<file path="src/hdl/ipmb_fc_pkg.sv">
// Shared types and constants for the IPMB frame checker.
// No dependencies.
`timescale 1ns / 1ps
`default_nettype none

package ipmb_fc_pkg;

    localparam logic [7:0] FLOOR_LENGTH    = 8'd5;
    localparam logic [7:0] HEADER_LAST_IDX = 8'd2;
    localparam logic [7:0] SEQ_LUN_IDX     = 8'd4;
    localparam logic [7:0] MIN_LEN_RESET   = 8'd7;

    typedef enum logic [1:0] {
        ST_OK           = 2'd0,
        ST_SHORT_HEADER = 2'd1,
        ST_BODY_BAD     = 2'd2
    } t_status;

    typedef struct packed {
        logic [7:0] byte_count;
        logic [7:0] header_sum;
        logic       header_good;
        logic [7:0] body_sum;
        logic [7:0] found_length;
        logic [7:0] seq_lun_byte;
    } t_frame_state;

endpackage

`default_nettype wire

</file>
<file path="src/hdl/ipmb_fc_accum.sv">
// Per-byte update of the frame state: count, header and body sums, byte 4 capture, length search.
// Depends on ipmb_fc_pkg.
`timescale 1ns / 1ps
`default_nettype none

module ipmb_fc_accum
    import ipmb_fc_pkg::*;
#(
    parameter int MAX_FRAME_BYTES = 255
) (
    input  wire t_frame_state i_cur,
    input  wire logic [7:0]   i_byte,
    input  wire logic [7:0]   i_eff_min,
    output t_frame_state      o_next
);

    localparam logic [7:0] MaxBytes = 8'(MAX_FRAME_BYTES);

    logic [7:0] idx;
    logic [7:0] len;
    logic [7:0] hsum_add;
    logic [7:0] bsum_add;

    assign idx      = i_cur.byte_count;
    assign len      = idx + 8'd1;
    assign hsum_add = i_cur.header_sum + i_byte;
    assign bsum_add = i_cur.body_sum + i_byte;

    always_comb begin
        o_next = i_cur;
        if (idx < MaxBytes) begin
            if (idx <= HEADER_LAST_IDX) begin
                o_next.header_sum = hsum_add;
                if (idx == HEADER_LAST_IDX) begin
                    o_next.header_good = (hsum_add == 8'd0);
                end
            end else begin
                o_next.body_sum = bsum_add;
            end
            if (idx == SEQ_LUN_IDX) begin
                o_next.seq_lun_byte = i_byte;
            end
            o_next.byte_count = len;
            // latch the first prefix that passes both checks
            if ((i_cur.found_length == 8'd0) && (len >= i_eff_min)
                    && o_next.header_good && (o_next.body_sum == 8'd0)) begin
                o_next.found_length = len;
            end
        end
    end

endmodule

`default_nettype wire

</file>
<file path="config.mk">
export PLATFORM = sky130hd
export DESIGN_NAME = ipmb_fc_accum
export DESIGN_NICKNAME = d
export VERILOG_FILES = /design/src/hdl/ipmb_fc_pkg.sv /design/src/hdl/ipmb_fc_accum.sv
export SDC_FILE = /design/constraint.sdc
export NUM_CORES = 1
export LEC_CHECK = 0
export ABC_AREA = 1
export BUFFER_PORTS_ARGS = -buffer_cell sky130_fd_sc_hd__buf_2
export CORE_AREA = 2 2 53 75
export DETAILED_ROUTE_END_ITERATION = 7
export DIE_AREA = 0 0 55 77
export PLACE_DENSITY = 0.87
export SETUP_SLACK_MARGIN = 0.3
export SLEW_MARGIN = 20
export SYNTH_ARGS = -nofsm -noshare
export SYNTH_HDL_FRONTEND = slang
export SYNTH_SLANG_ARGS = --single-unit
</file>
<file path="constraint.sdc">
create_clock -name vclk -period 6.4
set_input_delay 1.28 -clock vclk [all_inputs]
set_output_delay 1.28 -clock vclk [all_outputs]
set_load 0.01 [all_outputs]
</file>
# After elaboration in Yosys (flattened, before gate mapping)
# Cells that the tools add are included.
# totals
regBits,0
input_bits,57
out_inout_bits,41
# op_classes
add_sub_neg,3
magnitude_cmp,3
n_eq_ne,2
mux,8
reduce_logical,6
# op_table
operator,count
41-bit two-way mux,1
8-bit two-way mux,4
8-bit logical NOT,3
9-bit two-way mux,2
8-bit adder,2
"8-bit by 1-bit adder with 8-bit output, second input constant",1
"8-bit by 2-bit equality test with 1-bit output, second input constant",1
"8-bit by 3-bit equality test with 1-bit output, second input constant",1
8-bit >= comparator,1
"8-bit by 2-bit <= comparator with 1-bit output, second input constant",1
"8-bit less-than comparator, second input constant",1
1-bit logical AND,3
1-bit two-way mux,1

# Depth between registers and ports, before layout
# Gate-level depths: netlist of the first run.
# depth
depth_word,9
depth_mapped,17
mapped_depth_nobuf,17

# Worst setup path before layout of the first run
# No wires, ideal clock.
# synth_path
kind,input-to-output
startpoint,in i_cur[33] (netlist bit)
endpoint,out o_next[8] (netlist bit)
arrival_ns,3.016
slack_ns,2.104
stages,14
path_buffers,0
cell_sequence,inv_1 nor2_1 nand3_1 nor2_1 nand2_1 xor2_1 inv_1 ha_1 nand2_1 o21a_1 o211ai_1 and2_1 nand4_1 nand2_1
# synth_lines
element,line_no,source
start: declaration,ipmb_fc_accum.sv:11,"input wire t_frame_state i_cur,"
end: declaration,ipmb_fc_accum.sv:14,output t_frame_state o_next

==> impl_metrics.ini, run 1 <==
[outcome]
status = finished clean

[placed_design]
io_buffers = 98
gp_congestion = 0.907
dp_hpwl_mm = 4.62

[sta]
tightestPinTransition_ps = 675
fin_crit_ps = 4790
final-setup-viol-count = 0
max_freq_ghz = 0.209
maxSlewHeadroom_pct = 54.8
timing.final.crit_share_pct = 74.9
worst_hold_slack_ps = 2850
final_max_slew_viol_count = 0
finalHoldViolCount = 0
timing.setup.tns_ps = 0
rsz0062_at_grt = no

[synth]
synthTopCellsByArea = nand2_1, ha_1, inv_1
postSynthNetCount = 410
netlist_area_mm2 = 0.00181
yosysSeqAreaShare_pct = 0
synth_area_leader_cell = nand2_1
yosysTopAreaCellShare_pct = 21.7
yosysMostFrequentCell = nand2_1
synth_common_cells = nand2_1, inv_1, nor2_1
synthDistinctLibCells = 34
synth_warnings = 0
syn_inst = 326
post_synth.cell_area_avg_um2 = 5.57

[floorplanning]
fp.dieW_um = 55
num_rows = 26
num_io_pins = 98
coreArea_mm2 = 0.00358
die-area_mm2 = 0.00424
die_y_um = 77
initial_core_util_pct = 50.7

[layout]
n_antenna_cell = 0
multi_input_area_mm2 = 0.00159
regArea_um2 = 0
clock_buffers = 0
n_sequential_cell = 0
nets = 506
fillers = 370
area_growth_pct = 28.7
drive_gt1_share_pct = 29.8

[route]
drc = 0
antenna_left = 0
drt_pass1_iterations = 4
wirelength_mm = 5.24
wire_per_inst_um = 11.3
routed_via_density = 5.05
drtIter0Drc = 44
vias = 2335

[pwr]
ir_drop_mv = 0.0428
total_power_uw = 179
leakage_uw = 0.00145
powerDensity_mw_per_mm2 = 76.5

[critical_path]
required_ps = 5120
crit_fanout = 5
cp-startpoint = i_cur[33]
crit_path_end_kind = primary output
critPathArrivalTime_ps = 3510
start_kind = input pin
critPathKind = input pin to primary output

[global_routing]
grt_max_degree = 23
grt_pass1_vias = 2156
grt_pass1_wl_mm = 8.39
antenna_found_initial = 0
grt_usage_pct = 24.9
grt_overflow = 0

[min_path]
hold_path_class = input pin to primary output
min-delay-start = i_cur[15]

[clock_tree]
hold_buffers = 0
post_cts_buffers = 0
cts_resized = 0

[flow_run]
drv_cap = 0
## path summary, 6_finish.rpt
kind | endpoint | slack, ps | cells after the start
setup / recovery | o_next[10] | 1610 | 18
hold / removal | o_next[15] | 2850 | 4
## worst max-delay path, stage by stage
cell      delay, ps
buf_2           100
inv_1           110
nor2_1          180
nand3_1         130
nor2_1          100
nand2_1          60
xor2_1          190
inv_1           100
ha_1            320
nand4_1         130
inv_1            70
nand2_1          50
o211ai_1        110
nand2_1          80
nor2_1          190
nand3_1         110
nand2_1          70
buf_2           120
## where the power goes
part | internal [uW] | switching [uW] | total [uW] | leakage [uW]
clock network | 0 | 0 | 0 | 0
registers | 0 | 0 | 0 | 0
logic | 74.3 | 104 | 179 | 0.00145
total | 74.3 | 104 | 179 | 0.00145
## through the flow
| step | instance area [um^2] | std cells | setup slack (ps) | util (%) |
|---|---|---|---|---|
| 2_1_floorplan | 1810 | 326 | 2100 | - |
| 3_3_place_gp | 2330 | 462 | 1750 | 65.2 |
| 3_5_place_dp | 2330 | 462 | 1620 | 65.2 |
| 4_1_cts | 2330 | 462 | 1610 | 65.2 |
| 5_1_grt | 2330 | 462 | 1320 | 65.2 |
| 6_report | 2330 | 462 | 1610 | 65.2 |
## area by class of cell
cell class	count	share of cell area [%]
inverter	53	8.63
multi-input combinational	269	68.1
tap	42	2.25
timing repair buffer	98	21.0
## cells by family (layout without fill, tap and decap cells)
family,count (synthesis),count (layout),synth area share (%)
buffers and inverters,57,151,12.3
AND/OR/NAND/NOR,189,189,47.9
adder cells (fa/ha/maj),27,27,19.4
AO/OA/AOI/OAI,37,37,11.6
multiplexers,7,7,4.35
XOR/XNOR,9,9,4.35
## layout by cell type (no fill, tap or decap), drive strengths merged, types with 6 or more instances in the layout
cell type / instances
nand3b: 6
nand3: 17
mux2: 7
inv: 52
a21oi: 11
xor2: 9
ha: 25
nand4: 12
buf: 98
nand2: 107
nor2: 37
o21ai: 19
or2: 6
## metal layers
| layer | track usage, % | vias up | wire, um |
|---|---|---|---|
| li1 | - | 1239 | - |
| met1 | 25.3 | 1017 | 2040 |
| met2 | 50.4 | 73 | 2830 |
| met3 | 1.75 | 6 | 270 |
| met4 | 4.88 | 0 | 99 |
| met5 | 0 | - | 0 |
(Power assumes the default switching activity.)
==> run 2: changes to the inputs <==
Settings changed: ABC_AREA 1 to 0, PLACE_DENSITY 0.87 to 0.8.
Clock period 6.4 ns to 4.7 ns, I/O delays scaled along.
==> impl_metrics.ini, run 2 <==
[synth]
yosysMostFrequentCell = nand2_1
post_synth.cell_area_avg_um2 = 7.14
synth_area_leader_cell = ha_1
syn_inst = 221
yosysSeqAreaShare_pct = 0
yosysTopAreaCellShare_pct = 19.8
synth_common_cells = nand2_1, inv_1, ha_1
netlist_area_mm2 = 0.00158
synth_warnings = 0
postSynthNetCount = 305
synthDistinctLibCells = 45
synthTopCellsByArea = ha_1, mux2_2, nand2_1

[placed_design]
pre_cts_ws_ps = 246
io_buffers = 98
gp_congestion = 0.880
place_area_mm2 = 0.00210
dp_hpwl_mm = 4.31

[sta]
final-setup-viol-count = 0
rsz0062_at_grt = no
timing.setup.tns_ps = 0
max_freq_ghz = 0.232
timing.final.crit_share_pct = 91.9
final_max_slew_viol_count = 0
finalHoldViolCount = 0
setup_slack_ps = 382
tightestPinTransition_ps = 686
maxSlewHeadroom_pct = 54.0
fin_crit_ps = 4320

[global_routing]
grt_max_degree = 14
antenna_found_initial = 0
grt_overflow = 0
grt_pass1_vias = 1845
grt_pass1_wl_mm = 7.56
grt_usage_pct = 22.6

[critical_path]
slowest_stage = fa_1
critPathKind = input pin to primary output
max_stage_delay_ps = 410
required_ps = 3760
crit_fanout = 9
crit_chain = buf_2, ha_1, inv_1, fa_1, xnor2_1, nor3b_1, nand3_1, nor4_1, a31oi_1, buf_4, o41ai_1, buf_2
crit_top_cell = buf_2
crit_path_end_kind = primary output
critPathArrivalTime_ps = 3380
start_kind = input pin

[floorplanning]
die-area_mm2 = 0.00424
fp.dieW_um = 55
coreArea_mm2 = 0.00358
initial_core_util_pct = 44.1
die_y_um = 77
num_io_pins = 98
num_rows = 26

[route]
drt_pass1_iterations = 4
wire_per_inst_um = 14.2
antenna_left = 0
drc = 0
routed_via_density = 5.45
drtIter0Drc = 25
wirelength_mm = 5.06
vias = 1945

[layout]
clock_buffers = 0
nets = 401
area_growth_pct = 37.3
regArea_um2 = 0
design_area_mm2 = 0.00217
layout_commonest_cell = buf_2
layout_common_cells = buf_2, nand2_1, inv_1
drive_gt1_share_pct = 40.0
n_antenna_cell = 0
multi_input_area_mm2 = 0.00150
fillers = 361
n_sequential_cell = 0

[pwr]
leakage_uw = 0.00119
powerDensity_mw_per_mm2 = 110
ir_drop_mv = 0.0796
total_power_uw = 238

[min_path]
min-delay-start = i_cur[13]
holdPathStages = 4
holdPathEnd = o_next[13]
hold_path_class = input pin to primary output

[outcome]
status = finished clean

[clock_tree]
post_cts_buffers = 0
hold_buffers = 0

[flow_run]
drv_cap = 0
[run 2: critical path, delay by kind of cell]
kind / cells / cell delay [ps]
adders and majority gates: 2 / 620
and+or+nand+nor: 3 / 550
xor gates and xnor gates: 1 / 160
AOI/OAI and AO/OA: 2 / 530
buffers and inverters: 4 / 570
[run 2: area by class of cell]
cell class	instances	area share, %
multi-input cells	185	69.2
repair buffers	99	23.0
inverters	31	5.37
well taps	42	2.43
[run 2: kinds of logic (layout without fill, tap and decap cells)]
group                      after synthesis  in the layout  share of synthesized area [%]
adders and majority gates               27             27                           22.4
AOI/OAI and AO/OA                       51             51                           22.0
xor gates and xnor gates                19             19                           10.5
and+or+nand+nor                         74             74                           25.9
buffers and inverters                   36            130                           9.28
muxes                                   14             14                           9.83
[run 2: how the worst max path moves through the flow]
stage	start	end	depth (start not counted)
2_1_floorplan	i_cur[35]	o_next[10]	10
3_3_place_gp	i_cur[16]	o_next[15]	10
3_5_place_dp	i_cur[16]	o_next[14]	10
4_1_cts	i_cur[16]	o_next[15]	10
5_1_grt	i_byte[0]	o_next[9]	12
6_report	i_byte[0]	o_next[9]	12
[run 2: repair_timing]
item / in CTS / in global routing
resized for setup: 2 / 8
gates cloned: 0 / 0
endpoints found under the setup margin: 3 / 8
pin swaps: 0 / 3
[run 2: routing by layer]
| layer | GRT usage (%) | part of all wire [%] |
|---|---|---|
| met3 | 2.14 | 8.8 |
| met1 | 23.0 | 38 |
| met5 | 0 | 0 |
| met2 | 47.5 | 53 |
| met4 | 0.244 | 0 |
[run 2: stage by stage]
step           hold slack, ps  std cells  utilization, %
2_1_floorplan            1970        221               -
3_3_place_gp             2170        357            58.6
3_5_place_dp             2170        357            58.6
4_1_cts                  2170        357            59.1
5_1_grt                  2190        357            60.5
6_report                 2170        357            60.5
[run 2: where the power goes]
group | switching (uW) | internal, uW | leakage (uW)
clock network | 0 | 0 | 0
logic | 130 | 108 | 0.00119
registers | 0 | 0 | 0
total | 130 | 108 | 0.00119
